==> config.mk <==
export PLATFORM = sky130hd
export DESIGN_NAME = grmc_trig
export DESIGN_NICKNAME = d
export VERILOG_FILES = /design/src/design/grmc_pkg.sv /design/src/design/grmc_trig.sv
export SDC_FILE = /design/constraint.sdc
export NUM_CORES = 2
export LEC_CHECK = 0
export BUFFER_PORTS_ARGS = -buffer_cell sky130_fd_sc_hd__buf_2
export CELL_PAD_IN_SITES_DETAIL_PLACEMENT = 1
export CELL_PAD_IN_SITES_GLOBAL_PLACEMENT = 2
export CORE_ASPECT_RATIO = 1.25
export CORE_MARGIN = 4
export CORE_UTILIZATION = 30
export CTS_CLUSTER_SIZE = 40
export DETAILED_ROUTE_END_ITERATION = 10
export PLACE_DENSITY = 0.68
export SETUP_SLACK_MARGIN = 0.02
export SLEW_MARGIN = 10
export SYNTH_ARGS = -nofsm -noshare
export SYNTH_HDL_FRONTEND = slang
export SYNTH_SLANG_ARGS = --single-unit
==> constraint.sdc <==
create_clock -name clk -period 11.2 [get_ports clk]
set_input_delay 1.68 -clock clk [delete_from_list [all_inputs] [get_ports clk]]
set_output_delay 1.68 -clock clk [all_outputs]
set_load 0.05 [all_outputs]
==> src/design/grmc_pkg.sv <==
// ----------------------------------------------------------------------------
// grmc_pkg
// constants, types and helpers of the column raycaster
// ----------------------------------------------------------------------------
package grmc_pkg;

	localparam int MAP_SIDE       = 64;
	localparam int MAP_BITS       = $clog2(MAP_SIDE);
	localparam int ADDR_W         = 2 * MAP_BITS;
	localparam int ANGLE_BITS     = 12;
	localparam int ANG_SHIFT      = 32 - ANGLE_BITS;
	localparam int MAX_DISTANCE   = 15;
	localparam int STEPS_PER_UNIT = 200;
	localparam int STEPS          = MAX_DISTANCE * STEPS_PER_UNIT;
	localparam int K_W            = $clog2(STEPS + 1);

	// ray point, Q.16 signed
	localparam int POS_W  = 25;
	localparam int CELL_W = POS_W - 16;

	// divider operand widths
	localparam int DIVN_W = 41;
	localparam int DIVD_W = 29;

	localparam logic [28:0] FOV_TURN  = 29'd451153082;
	localparam logic [31:0] HALF_FOV  = 32'(FOV_TURN / 2);
	localparam logic [31:0] QUARTER   = 32'h4000_0000;

	// floor(a/200) = (a * SPLIT_RECIP) >> 24 for a <= 2^16
	localparam logic [16:0] SPLIT_RECIP = 17'd83887;
	// floor(k*4096/200) = (k * DIST_RECIP) >> 18 for k <= STEPS
	localparam logic [22:0] DIST_RECIP  = 23'd5368710;

	localparam logic [16:0] ONE_Q16 = 17'd65536;
	localparam logic [16:0] SC1 = 17'd102944;
	localparam logic [16:0] SC3 = 17'd42334;
	localparam logic [16:0] SC5 = 17'd5223;
	localparam logic [16:0] SC7 = 17'd307;
	localparam logic [16:0] SC9 = 17'd11;

	typedef enum logic [1:0] {
		REG_SCREEN_WIDTH  = 2'd0,
		REG_SCREEN_HEIGHT = 2'd1,
		REG_TEXTURE_WIDTH = 2'd2
	} cfg_reg_t;

	typedef enum logic [4:0] {
		ST_CLEAR,
		ST_IDLE,
		ST_REL_MUL,
		ST_REL_DIV_GO,
		ST_REL_DIV_WAIT,
		ST_TRIG_C_GO,
		ST_TRIG_C_WAIT,
		ST_TRIG_S_GO,
		ST_TRIG_S_WAIT,
		ST_SPLIT1,
		ST_SPLIT2,
		ST_MARCH,
		ST_DIST,
		ST_TRIG_R_GO,
		ST_TRIG_R_WAIT,
		ST_LH_MUL,
		ST_LH_DIV_GO,
		ST_LH_DIV_WAIT,
		ST_FINISH
	} grmc_state_t;

	typedef struct packed {
		logic              we;
		logic [ADDR_W-1:0] addr;
		logic              data;
	} map_wr_t;

	// polynomial coefficient used at each step of the sine sequence
	function automatic logic [16:0] sin_coef(input logic [2:0] idx);
		logic [16:0] c;
		case (idx)
			3'd2:    c = SC7;
			3'd3:    c = SC5;
			3'd4:    c = SC3;
			3'd5:    c = SC1;
			default: c = SC9;
		endcase
		return c;
	endfunction

endpackage

==> src/design/grmc_trig.sv <==
// ----------------------------------------------------------------------------
// grmc_trig
// Q16 sine of a Q32 turn, odd polynomial on one shared multiplier
// ----------------------------------------------------------------------------
module grmc_trig import grmc_pkg::*; (
	input  logic               clk,
	input  logic               arst_n,
	input  logic               start,
	input  logic [31:0]        turn,
	output logic               done,
	output logic signed [17:0] value
);

	logic               run_q;
	logic               done_q;
	logic [2:0]         idx_q;
	logic [16:0]        x_q;
	logic [16:0]        x2_q;
	logic [33:0]        prod_q;
	logic               neg_q;
	logic signed [17:0] val_q;
	logic [16:0]        x_in;
	logic [16:0]        p;
	logic [17:0]        s;
	logic [17:0]        s_sat;

	// fold odd quadrants onto the rising quarter
	assign x_in  = turn[30] ? (ONE_Q16 - {1'b0, turn[29:14]}) : {1'b0, turn[29:14]};
	assign p     = 17'({1'b0, sin_coef(idx_q)} - prod_q[33:16]);
	assign s     = prod_q[33:16];
	assign s_sat = (s > 18'(ONE_Q16)) ? 18'(ONE_Q16) : s;

	always_ff @(posedge clk or negedge arst_n) begin
		if (!arst_n) begin
			run_q  <= 1'b0;
			done_q <= 1'b0;
			idx_q  <= '0;
		end else begin
			done_q <= 1'b0;
			if (start) begin
				run_q <= 1'b1;
				idx_q <= 3'd1;
			end else if (run_q) begin
				idx_q <= idx_q + 1'b1;
				if (idx_q == 3'd6) begin
					run_q  <= 1'b0;
					done_q <= 1'b1;
				end
			end
		end
	end

	always_ff @(posedge clk) begin
		if (start) begin
			x_q    <= x_in;
			neg_q  <= turn[31];
			prod_q <= 34'(x_in) * 34'(x_in);
		end else if (run_q) begin
			case (idx_q) inside
				3'd1: begin
					x2_q   <= prod_q[32:16];
					prod_q <= 34'(prod_q[32:16]) * 34'(SC9);
				end
				3'd2, 3'd3, 3'd4: prod_q <= 34'(x2_q) * 34'(p);
				3'd5:             prod_q <= 34'(x_q) * 34'(p);
				3'd6:             val_q  <= neg_q ? -$signed(s_sat) : $signed(s_sat);
				default: ;
			endcase
		end
	end

	assign done  = done_q;
	assign value = val_q;

endmodule

==> summary.txt <==
Clocking
  • H-tree Lvls: 3
  • CTS Buf Count: 9
  • Sink Count: 76
  • Clock transition at the registers of the reported paths: 0.07 ns
  • CTS tree: yes
  • Gates resized, CTS repair: 0
  • Hold-fix buffers, CTS: 0
  • Worst-skew pair later-pin latency: 0.37 ns
  • CTS max path bufs: 2
  • Clock root buffer: clkbuf_16
  • Postcts setup bufs: 0

Setup path
  • Critical Path Stages: 38
  • CP top delay family: adder cells
  • Crit Path Category: flip-flop to flip-flop
  • Largest stage delay, worst path: 0.56 ns
  • Reg2Reg Depth: 38
  • CP bufs+invs: 7
  • Setup crit end kind: flip-flop
  • CP max FO: 12
  • Slowest CP cell: fa_1
  • Crit start category: flip-flop
  • Most frequent CP cell: fa_1
  • WP data arrival: 10.52 ns
  • Worst endpoint required time: 11.30 ns

STA
  • Worst slew margin: 18.4%
  • Final period util: 93.0%
  • RSZ-0062 raised after global routing: no
  • Final-report hold violation count: 0
  • Final setup viols: 0
  • Min Clock Period, post-route: 10.42 ns
  • Max Slew Vio Count: 0
  • Setup_tns: 0 ns
  • Fmax: 96.0 MHz
  • Worst clock skew: 0.0122 ns
  • Fin Hold WS: 0.608 ns
  • Worst slew pin tran: 1.22 ns

Cells and area
  • Final non-filler cell total: 5307
  • Area of the multi-input gates: 0.0269 mm²
  • Layout area overhead: 7.47%
  • Most common cell after layout, fill and taps aside: inv_1
  • Fin area: 0.0358 mm²
  • Fin nets: 4906
  • Register Area: 0.00226 mm²
  • Fill cells: 13119
  • Commonest non-fill, non-tap cells in the layout: inv_1 (940), fa_1 (648), nand2_1 (573), ha_1 (370), nor2_1 (154)
  • Layout cell share with drive strength beyond 1: 5.32%

Placed design
  • Placed cell count: 5290
  • Post-DP Area: 0.0355 mm²
  • Hpwl dp: 84.5 mm
  • Routability cong.: 0.807
  • IO Port Bufs: 39

Status
  • Status: finished, final reports clean

Routing
  • Avg WL per Cell: 19.8 µm
  • Via density per instance: 4.83
  • DR iter-0 viols: 1068
  • Via count: 25654
  • DRT Wirelength: 105 mm
  • ANT nets after route: 0
  • DRC viols: 0
  • First drt pass iteration count: 5

Worst hold path
  • Hold path depth: 2
  • Hold WC Path Type: flip-flop to flip-flop

GRT
  • Met1 Track Usage GR: 23.3%
  • Gr ovfl total: 0
  • Met2 Track Usage GR: 33.6%
  • Pin count of the biggest net entering global routing: 63
  • Met3 usage: 1.42%
  • Initial antenna violation count: 3
  • Grt peak-use layer: met2
  • First-pass GRT wire length: 168 mm
  • GRT Util Overall: 18.5%
  • Vias in the first global route: 29035

Floorplan
  • Die footprint: 0.116 mm²
  • Core ar.: 0.110 mm²
  • Num rows: 136
  • Die Y: 380 µm
  • Die Wd: 306 µm
  • I/O pin total: 54
  • Starting Density: 30.2%

Logic synthesis
  • Async S/R FF share, synth: 6.58%
  • Seq/Total Area, Yosys: 6.78%
  • EDFF count, synth: 71
  • Post-synthesis register bit count: 76
  • Post-synthesis cell area: 0.0333 mm²
  • Syn Inst Count: 3895
  • Primary FF master, synth: edfxtp_1
  • Synthesized area per cell: 8.55 µm²
  • Syn. warnings: 0
  • Synth unique cells: 85

Run
  • Maxcap violations: 0
[layer usage]
metal / up-vias / wire (µm)
met1: 13337 / 45000
li1: 11817 / -
met2: 362 / 53800
met5: - / 9
met4: 2 / 3450
met3: 136 / 3030
[area by class of cell]
cell class,count,area share (%)
Multi-Input combinational cell,2680,75.2
Timing Repair Buffer,135,2.63
Inverter,950,9.98
Clock buffer,10,0.640
Sequential cell,76,6.31
Clock inverter,6,0.196
Tap cell,1449,5.07
Antenna cell,1,0.00700
[tightest hold or removal path, stage by stage, from the launching register on]
cell	delay, ns
dfrtp_1	0.40
mux2i_1	0.09
nor2_1	0.09
[path summary, 6_finish.rpt]
| path | from | end | slack, ns |
|---|---|---|---|
| min in group asynchronous | arst_n | idx_q[0] | 1.12 |
| hold / removal | idx_q[1] | idx_q[1] | 0.61 |
| hold reg to reg | idx_q[1] | idx_q[1] | 0.61 |
| setup / recovery | idx_q[0] | prod_q[32] | 0.78 |
| max in group asynchronous | arst_n | idx_q[1] | 9.93 |
| setup reg to reg | idx_q[0] | prod_q[32] | 0.78 |
[sequential cells by signal (all words and copies together), names as in the netlist]
signal / count
x2_q: 17
neg_q: 1
run_q: 1
prod_q: 18
done: 1
idx_q: 3
value: 18
x_q: 17
[metrics by stage]
stage          setup WS [ns]  utilization (%)
6_report               0.783             32.5
5_1_grt                0.104             32.5
4_1_cts                0.821             32.5
3_5_place_dp           0.879             32.2
3_3_place_gp           0.917             32.2
2_1_floorplan           2.19                -
[synthesized netlist by cell type (all sizes together), types with 4 or more instances]
cell type | n | area share (%)
mux2 | 11 | 0.37
nor2 | 159 | 1.8
a21boi | 4 | 0.090
or3 | 11 | 0.24
o21ai | 118 | 1.8
o311ai | 19 | 0.50
dfrtp | 5 | 0.38
a21oi | 70 | 1.1
o21a | 14 | 0.32
nor3 | 27 | 0.45
o41ai | 6 | 0.21
nand2 | 574 | 6.5
ha | 371 | 14
and2 | 127 | 2.4
nand2b | 36 | 0.70
o31ai | 13 | 0.33
buf | 8 | 0.12
a31oi | 41 | 0.77
o31a | 4 | 0.11
nand3 | 61 | 0.92
or2 | 4 | 0.075
o311a | 20 | 0.60
fa | 648 | 39
o211ai | 9 | 0.20
clkbuf | 190 | 2.2
a211oi | 13 | 0.29
and3 | 39 | 0.73
mux2i | 30 | 0.90
nor2b | 15 | 0.28
inv | 944 | 11
clkinv | 6 | 0.068
xor2 | 38 | 1.1
nand3b | 37 | 0.83
a221oi | 5 | 0.13
o21bai | 6 | 0.14
edfxtp | 71 | 6.4
a21o | 22 | 0.50
o221ai | 5 | 0.13
o22ai | 4 | 0.075
nand4 | 10 | 0.19
xnor2 | 59 | 1.6
[logic make-up (layout without fill, tap and decap cells)]
family          count (synthesis)  count (layout)  synth area share (%)
simple gates                 1112            1112                  15.4
xor+xnor                       97              97                  2.62
fa+ha+maj                    1019            1019                  52.9
mux                            41              41                  1.27
flops                          76              76                  6.78
compound gates                400             400                  7.97
buf+inv                      1148            1101                  13.0
other cells                     2              12                0.0226
Power is left out: the tool's default activity adds up to more than one toggle a clock period on the data nets, which glitch-free logic cannot reach.
