`src/design/grmc_pkg.sv`:
```
// ----------------------------------------------------------------------------
// grmc_pkg
// constants, types and helpers of the column raycaster
// ----------------------------------------------------------------------------
package grmc_pkg;

	localparam int MAP_SIDE       = 64;
	localparam int MAP_BITS       = $clog2(MAP_SIDE);
	localparam int ADDR_W         = 2 * MAP_BITS;
	localparam int ANGLE_BITS     = 12;
	localparam int ANG_SHIFT      = 32 - ANGLE_BITS;
	localparam int MAX_DISTANCE   = 15;
	localparam int STEPS_PER_UNIT = 200;
	localparam int STEPS          = MAX_DISTANCE * STEPS_PER_UNIT;
	localparam int K_W            = $clog2(STEPS + 1);

	// ray point, Q.16 signed
	localparam int POS_W  = 25;
	localparam int CELL_W = POS_W - 16;

	// divider operand widths
	localparam int DIVN_W = 41;
	localparam int DIVD_W = 29;

	localparam logic [28:0] FOV_TURN  = 29'd451153082;
	localparam logic [31:0] HALF_FOV  = 32'(FOV_TURN / 2);
	localparam logic [31:0] QUARTER   = 32'h4000_0000;

	// floor(a/200) = (a * SPLIT_RECIP) >> 24 for a <= 2^16
	localparam logic [16:0] SPLIT_RECIP = 17'd83887;
	// floor(k*4096/200) = (k * DIST_RECIP) >> 18 for k <= STEPS
	localparam logic [22:0] DIST_RECIP  = 23'd5368710;

	localparam logic [16:0] ONE_Q16 = 17'd65536;
	localparam logic [16:0] SC1 = 17'd102944;
	localparam logic [16:0] SC3 = 17'd42334;
	localparam logic [16:0] SC5 = 17'd5223;
	localparam logic [16:0] SC7 = 17'd307;
	localparam logic [16:0] SC9 = 17'd11;

	typedef enum logic [1:0] {
		REG_SCREEN_WIDTH  = 2'd0,
		REG_SCREEN_HEIGHT = 2'd1,
		REG_TEXTURE_WIDTH = 2'd2
	} cfg_reg_t;

	typedef enum logic [4:0] {
		ST_CLEAR,
		ST_IDLE,
		ST_REL_MUL,
		ST_REL_DIV_GO,
		ST_REL_DIV_WAIT,
		ST_TRIG_C_GO,
		ST_TRIG_C_WAIT,
		ST_TRIG_S_GO,
		ST_TRIG_S_WAIT,
		ST_SPLIT1,
		ST_SPLIT2,
		ST_MARCH,
		ST_DIST,
		ST_TRIG_R_GO,
		ST_TRIG_R_WAIT,
		ST_LH_MUL,
		ST_LH_DIV_GO,
		ST_LH_DIV_WAIT,
		ST_FINISH
	} grmc_state_t;

	typedef struct packed {
		logic              we;
		logic [ADDR_W-1:0] addr;
		logic              data;
	} map_wr_t;

	// polynomial coefficient used at each step of the sine sequence
	function automatic logic [16:0] sin_coef(input logic [2:0] idx);
		logic [16:0] c;
		case (idx)
			3'd2:    c = SC7;
			3'd3:    c = SC5;
			3'd4:    c = SC3;
			3'd5:    c = SC1;
			default: c = SC9;
		endcase
		return c;
	endfunction

endpackage

```
`src/design/grmc_divider.sv`:
```
// ----------------------------------------------------------------------------
// grmc_divider
// restoring unsigned divider, one quotient bit per cycle
// ----------------------------------------------------------------------------
module grmc_divider import grmc_pkg::*; (
	input  logic              clk,
	input  logic              arst_n,
	input  logic              start,
	input  logic [DIVN_W-1:0] dividend,
	input  logic [DIVD_W-1:0] divisor,
	output logic              done,
	output logic [DIVN_W-1:0] quotient
);

	localparam int CNT_W = $clog2(DIVN_W);

	logic              run_q;
	logic              done_q;
	logic [CNT_W-1:0]  cnt_q;
	logic [DIVD_W-1:0] rem_q;
	logic [DIVD_W-1:0] dsr_q;
	logic [DIVN_W-1:0] quo_q;
	logic [DIVD_W:0]   trial;
	logic              fits;

	assign trial = {rem_q, quo_q[DIVN_W-1]};
	assign fits  = trial >= {1'b0, dsr_q};

	always_ff @(posedge clk or negedge arst_n) begin
		if (!arst_n) begin
			run_q  <= 1'b0;
			done_q <= 1'b0;
			cnt_q  <= '0;
		end else begin
			done_q <= 1'b0;
			if (start) begin
				run_q <= 1'b1;
				cnt_q <= CNT_W'(DIVN_W - 1);
			end else if (run_q) begin
				cnt_q <= cnt_q - 1'b1;
				if (cnt_q == '0) begin
					run_q  <= 1'b0;
					done_q <= 1'b1;
				end
			end
		end
	end

	always_ff @(posedge clk) begin
		if (start) begin
			rem_q <= '0;
			dsr_q <= divisor;
			quo_q <= dividend;
		end else if (run_q) begin
			rem_q <= fits ? DIVD_W'(trial - {1'b0, dsr_q}) : trial[DIVD_W-1:0];
			quo_q <= {quo_q[DIVN_W-2:0], fits};
		end
	end

	assign done     = done_q;
	assign quotient = quo_q;

endmodule

```
`config.mk`:
```
export PLATFORM = sky130hd
export DESIGN_NAME = grmc_divider
export DESIGN_NICKNAME = d
export VERILOG_FILES = /design/src/design/grmc_pkg.sv /design/src/design/grmc_divider.sv
export SDC_FILE = /design/constraint.sdc
export NUM_CORES = 1
export LEC_CHECK = 0
export BUFFER_PORTS_ARGS = -buffer_cell sky130_fd_sc_hd__buf_2
export CELL_PAD_IN_SITES_DETAIL_PLACEMENT = 0
export CELL_PAD_IN_SITES_GLOBAL_PLACEMENT = 2
export CORE_MARGIN = 4
export CORE_UTILIZATION = 32
export DETAILED_ROUTE_END_ITERATION = 10
export PLACE_DENSITY = 0.75
export SLEW_MARGIN = 20
export SYNTH_ARGS = -nofsm -noshare
export SYNTH_HDL_FRONTEND = slang
export SYNTH_SLANG_ARGS = --single-unit
```
`constraint.sdc`:
```
create_clock -name clk -period 3.2 [get_ports clk]
set_clock_uncertainty 0.15 [all_clocks]
set_input_delay 0.32 -clock clk [delete_from_list [all_inputs] [get_ports clk]]
set_output_delay 0.32 -clock clk [all_outputs]
set_load 0.02 [all_outputs]
```
==> results of run 1 <==
-- power groups by stage --
stage | clock (mW) | combinational, mW | sequential, mW
6_report | 1.19 | 0.633 | 1.66
3_5_place_dp | 0 | 0.595 | 1.69
5_1_grt | 1.30 | 0.703 | 1.67
4_1_cts | 1.24 | 0.625 | 1.66
3_3_place_gp | 0 | 0.590 | 1.68
2_1_floorplan | 0 | 0.320 | 1.75
-- placed cells by master (no fill, tap or decap), types with 3 or more instances in the layout --
cell type,n
buf_2,113
edfxtp_1,70
nand2_1,68
inv_1,42
mux2_2,41
nor2_1,41
dlygate4sd3_1,30
ha_1,29
dfxtp_1,29
a21oi_1,26
buf_4,24
o21ai_0,20
a311oi_1,19
xnor2_1,14
a21o_1,11
nor3_1,10
xor2_1,10
clkbuf_16,9
dfrtp_1,8
and3_1,7
o31ai_1,7
nand4_1,6
nand3_1,5
a211oi_1,5
o21a_1,5
or3_1,5
a311oi_2,4
o211ai_1,3
nor2b_1,3
inv_8,3
-- state kept, by name, indices dropped and copies added (netlist names) --
| signal | count |
|---|---|
| dsr_q | 29 |
| rem_q | 29 |
| quotient | 41 |
| done | 1 |
| run_q | 1 |
| cnt_q | 6 |
-- what timing repair did --
item / in CTS / in global routing
endpoints found under the hold margin: 37 / 0
endpoints found under the setup margin: 0 / 29
resized for setup: 0 / 19
buffers inserted: 0 / 3
hold buffers: 30 / 0
-- layout make-up --
cell class | instances | area, um^2
Fill cell | 1747 | 10500
Clock inverter | 7 | 91.3
Tap cell | 229 | 287
Timing Repair Buffer | 170 | 1100
Sequential cell | 107 | 2880
Clock buffer | 9 | 225
Multi-Input combinational cell | 388 | 2860
Inverter | 42 | 158
-- critical path: stages, from the launching register on --
cell       delay [ns]
edfxtp_1         0.37
inv_1            0.08
ha_2             0.31
a21oi_4          0.20
nor2_1           0.09
or4b_4           0.54
a211oi_4         0.32
buf_4            0.17
nor2_1           0.08
a2111oi_2        0.39
a311oi_1         0.10
o31ai_1          0.19
-- kinds of logic after synthesis --
group | share of synthesized area, %
AOI/OAI and AO/OA | 15.3
DFF | 48.7
buffers and inverters | 4.63
xor gates and xnor gates | 3.55
adders and majority gates | 6.89
muxes | 8.14
and+or+nand+nor | 12.8
-- how the worst min path moves through the flow --
stage                 start  slack, ns  depth (start not counted)      endpoint
3_3_place_gp         arst_n       0.02                          1          done
3_5_place_dp         arst_n       0.02                          1          done
4_1_cts         dividend[5]       0.08                          2   quotient[5]
6_report        dividend[8]        0.1                          2   quotient[8]
2_1_floorplan        arst_n      -0.13                          0      cnt_q[0]
5_1_grt        dividend[26]       0.07                          2  quotient[26]
-- metrics by stage --
step	worst slack [ns]	hold WS (ns)	utilization, %	cells
4_1_cts	0.0136	0.0797	41.4	949
3_5_place_dp	0.0555	0.0235	38.0	903
5_1_grt	0.00393	0.0748	42.0	952
3_3_place_gp	0.0464	0.0190	38.0	903
2_1_floorplan	0.00834	-0.126	-	565
6_report	0.137	0.0987	42.0	952
-- routing by layer --
layer | vias to the layer above | wire, um | global-route usage [%] | share of wire [%]
li1 | 2371 | - | - | -
met4 | 0 | 172 | 3.82 | 1.1
met3 | 13 | 826 | 4.13 | 5.5
met2 | 111 | 7210 | 24.5 | 48
met1 | 2280 | 6750 | 19.5 | 45
met5 | - | 0 | 0 | 0
==> impl_metrics.toml, run 1 <==
[clock_tree]
clkLatencyLatePin_ns = 0.37
htreeDepth = 3
cts_tree = "yes"
path_clk_slew_ns = 0.09
cts_sinks = 107
clockBufferDepth = 2
cts-root-buf = "clkbuf_16"
cts_made_buffers = 9

[power]
power_frac_comb_pct = 18.2
total_power_mw = 3.48
cellInternalPower_mw = 2.46
power_switching_share_pct = 29.3
power.net_switching_mw = 1.02
powerDensity_nw_per_um2 = 458
p_clk_share_pct = 34.2
seqPwrFrac_pct = 47.6
peakVddDrop_uv = 249
p_leak_nw = 3.30

[global_route]
grt_antenna_before_repair = 0
grt_usage_pct = 14.9
grt_pass1_vias = 5021
grt_max_degree = 67
grt_first_pass_wirelength_mm = 24.9
overflow = 0

[synth]
avgSynthCellArea_um2 = 10.5
syn_area_um2 = 5920
yosysTopAreaCell = "edfxtp_1"
synthMostInstantiatedCell = "edfxtp_1"
synth_top_flop_cell = "edfxtp_1"
synth_seq_cells = 107
synth_top_area_share_pct = 35.5
yosysWarnings = 0
syn_inst = 565
yosysSeqAreaShare_pct = 48.7
synthTopCellsByArea = "edfxtp_1, dfxtp_1, mux2_2, ha_1, nand2_1"
synth_nets = 670
synth_cell_types = 59
synth_edf_count = 70
ys_async_sr_fraction_pct = 7.48
synth_common_cells = "edfxtp_1, nand2_1, inv_1, nor2_1, mux2_2"

[setup_path]
cp-startpoint = "dsr_q[10]"
critPathKind = "register to register"
cp-endpoint = "rem_q[21]"
reg2reg_to = "rem_q[21]"
crit_path_end_kind = "register"
crit_fanout = 6
regToRegSetupSlack_ns = 0.14
reg2regPathDepth = 11
worstSetupStartpointType = "register"
arrival_ns = 3.19
cp.required_ns = 3.33
crit-reg2reg-launch = "dsr_q[10]"

[route]
drc = 0
dr.pass1.iters = 4
via_count = 4775
wl_per_cell_um = 15.7
drtAntennaViolNets = 0
drtIter0Drc = 249
drt_wl_total_mm = 15.0
routed_via_density = 5.02

[sta]
finalHoldViolCount = 0
setup_tns_ns = 0
slew_headroom_pct = 45.9
tightestPinTransition_ns = 0.811
rsz0062_at_grt = "false"
fin_crit_sh_pct = 95.7
setup_viol = 0
fmax_mhz = 326
drv_slew = 0
fin_crit_ns = 3.06

[floorplan]
coreArea_um2 = 18100
die_h_um = 144
initial_core_util_pct = 32.7
die_w_um = 144
dieArea_um2 = 20700
num_io_pins = 115
floorplan.rows = 49

[cells_and_area]
drive_gt1_share_pct = 31.0
nets = 823
area_growth_pct = 28.3
stdcell_area_um2 = 7600
n_antenna_cell = 0

[placed_design]
place.gp.congestion = 0.843
placed_area_um2 = 6860
io_buffers = 114
dpl.hpwl_mm = 10.7

[job]
maxCapViolCount = 0

[worst_hold_path]
hold_path.class = "input port to register"

[run_status]
status = "finished, final reports clean"
Note: power is estimated with default switching activity, not from simulation.
==> run 2: changes to the inputs <==
--- a/config.mk
+++ b/config.mk
@@ -9,9 +9,9 @@
 export CELL_PAD_IN_SITES_DETAIL_PLACEMENT = 0
 export CELL_PAD_IN_SITES_GLOBAL_PLACEMENT = 2
 export CORE_MARGIN = 4
-export CORE_UTILIZATION = 32
+export CORE_UTILIZATION = 38
 export DETAILED_ROUTE_END_ITERATION = 10
-export PLACE_DENSITY = 0.75
+export PLACE_DENSITY = 0.83
 export SLEW_MARGIN = 20
 export SYNTH_ARGS = -nofsm -noshare
 export SYNTH_HDL_FRONTEND = slang
==> constraint.sdc (replaced) <==
create_clock -name clk -period 3.55 [get_ports clk]
set_clock_uncertainty 0.15 [all_clocks]
set_input_delay 0.355 -clock clk [delete_from_list [all_inputs] [get_ports clk]]
set_output_delay 0.355 -clock clk [all_outputs]
set_load 0.02 [all_outputs]
==> run 2 against run 1 <==
Design area shrank 5.7%; clock power shrank 8%; worst setup slack gained 0.18 ns; non-clock buffer count shrank 33; core utilization grew 5.0 points; total power shrank 10%; die area shrank 15%; first-iteration DRC count shrank 11%; via count shrank 3.1%.
==> impl_metrics.toml, run 2 (same netlist as run 1, synthesis figures left out) <==
[sta]
fin_crit_ns = 3.24
rsz0062_at_grt = "false"
setup_tns_ns = 0
drv_slew = 0
slew_headroom_pct = 53.5
fmax_mhz = 309
fin_ws_ns = 0.312
tightestPinTransition_ns = 0.691
setup_viol = 0
finalHoldViolCount = 0
fin_crit_sh_pct = 91.2

[cells_and_area]
fin_cells = 901
final_util_pct = 47.0
mostFrequentLayoutCells = "buf_2, edfxtp_1, nand2_1"
n_antenna_cell = 0
largest_reg_flops = 41
layout_commonest_cell = "buf_2"
nets = 790
fillCellCount = 1492
area_growth_pct = 21.0
drive_gt1_share_pct = 29.6

[route]
routed_via_density = 5.13
via_count = 4626
wl_per_cell_um = 15.8
drc = 0
drtIter0Drc = 221
drt_wl_total_mm = 14.2
drtAntennaViolNets = 0
dr.pass1.iters = 5

[setup_path]
cp-startpoint = "quotient[40]"
worstSetupStartpointType = "register"
arrival_ns = 3.35
crit_path_end_kind = "register"
regToRegSetupSlack_ns = 0.31
crit-reg2reg-launch = "quotient[40]"
critPathKind = "register to register"
crit_fanout = 17
reg2regPathDepth = 13
cp.required_ns = 3.66
cp-endpoint = "rem_q[16]"
reg2reg_to = "rem_q[16]"

[global_route]
grt_max_degree = 57
grt_antenna_before_repair = 1
overflow = 0
grt_first_pass_wirelength_mm = 24.0
grt_usage_pct = 16.6
grt_pass1_vias = 4760

[power]
total_power_mw = 3.12
p_clk_share_pct = 35.2
peakVddDrop_uv = 287
power.net_switching_mw = 0.874
cellInternalPower_mw = 2.25
power_frac_comb_pct = 16.9
p_leak_nw = 3.13
power_switching_share_pct = 28.0
powerDensity_nw_per_um2 = 436
seqPwrFrac_pct = 47.9

[placed_design]
io_buffers = 114
place_inst = 879
dpl.hpwl_mm = 10.5
place.gp.congestion = 0.827
pre_cts_slack_ns = 0.125

[clock_tree]
cts_tree = "yes"
cts_setup_buffers = 0
cts_made_buffers = 9
clockBufferDepth = 2
path_clk_slew_ns = 0.08
clkLatencyLatePin_ns = 0.36
htreeDepth = 3
cts-root-buf = "clkbuf_16"
cts_sinks = 107

[job]
maxCapViolCount = 0

[worst_hold_path]
hold_path.class = "input port to register"

[floorplan]
dieArea_um2 = 17600
initial_core_util_pct = 38.8
floorplan.rows = 45
die_h_um = 133
num_io_pins = 115
coreArea_um2 = 15300
die_w_um = 133

[run_status]
status = "finished, final reports clean"
==> run 2: cell count changes in the layout (fill, tap and decap cells not counted), sizes merged <==
cell         delta
buf             -9
inv             -1
bufinv          +1
dlygate4sd3    -24
==> run 2: layer usage <==
layer  vias up  track usage (%)  share of wire (%)
met5         -                0              0.049
met4         2             3.00               0.81
met3        11             5.59                6.2
met2       101             26.7                 47
met1      2198             22.0                 46
li1       2314                -                  -
==> run 2: what timing repair did <==
action                     in CTS  in global routing
hold endpoints to repair       12                  1
hold buffers                    5                  1
resized for setup               0                  3
setup endpoints to repair       0                 17
==> run 2: cell type report <==
type                    instances  area [um^2]  share of cell area (%)
multi-input cells             388         2780                    38.7
well taps                     211          264                    3.68
repair buffers                137          761                    10.6
clock inverters                 7          100                    1.40
clock buffers                   9          225                    3.14
inverters                      42          158                    2.20
flip-flops and latches        107         2880                    40.2
==> run 2: worst max-delay path: stages, from the launching register on <==
cell and delay [ns]:
edfxtp_1 0.42, inv_1 0.08, ha_1 0.16, inv_1 0.06
fa_1 0.40, a21o_1 0.21, a41oi_1 0.26, nand3_1 0.16
a31oi_2 0.24, o211a_4 0.24, or2_4 0.18, buf_4 0.24
nand2_1 0.08, a311oi_1 0.27
==> run 2: how the worst min path moves through the flow <==
| stage | cells after the start | from | to |
|---|---|---|---|
| 6_report | 1 | divisor[7] | dsr_q[7] |
| 3_3_place_gp | 1 | arst_n | cnt_q[0] |
| 3_5_place_dp | 1 | arst_n | cnt_q[2] |
| 4_1_cts | 1 | divisor[1] | dsr_q[1] |
| 5_1_grt | 1 | divisor[21] | dsr_q[21] |
| 2_1_floorplan | 0 | arst_n | cnt_q[0] |
==> run 2: through the flow <==
stage               instance area (um^2)  hold slack [ns]
global route                        7170          0.00306
floorplan                           5920          -0.0906
global placement                    6770           0.0548
CTS                                 7140          0.00107
detailed placement                  6770           0.0627
finish                              7170           0.0186
==> run 2: power by group through the flow <==
stage | clock [mW] | combinational, mW | sequential [mW]
6_report | 1.10 | 0.527 | 1.50
5_1_grt | 1.19 | 0.589 | 1.51
4_1_cts | 1.14 | 0.531 | 1.50
3_5_place_dp | 0 | 0.526 | 1.52
3_3_place_gp | 0 | 0.523 | 1.52
2_1_floorplan | 0 | 0.289 | 1.58
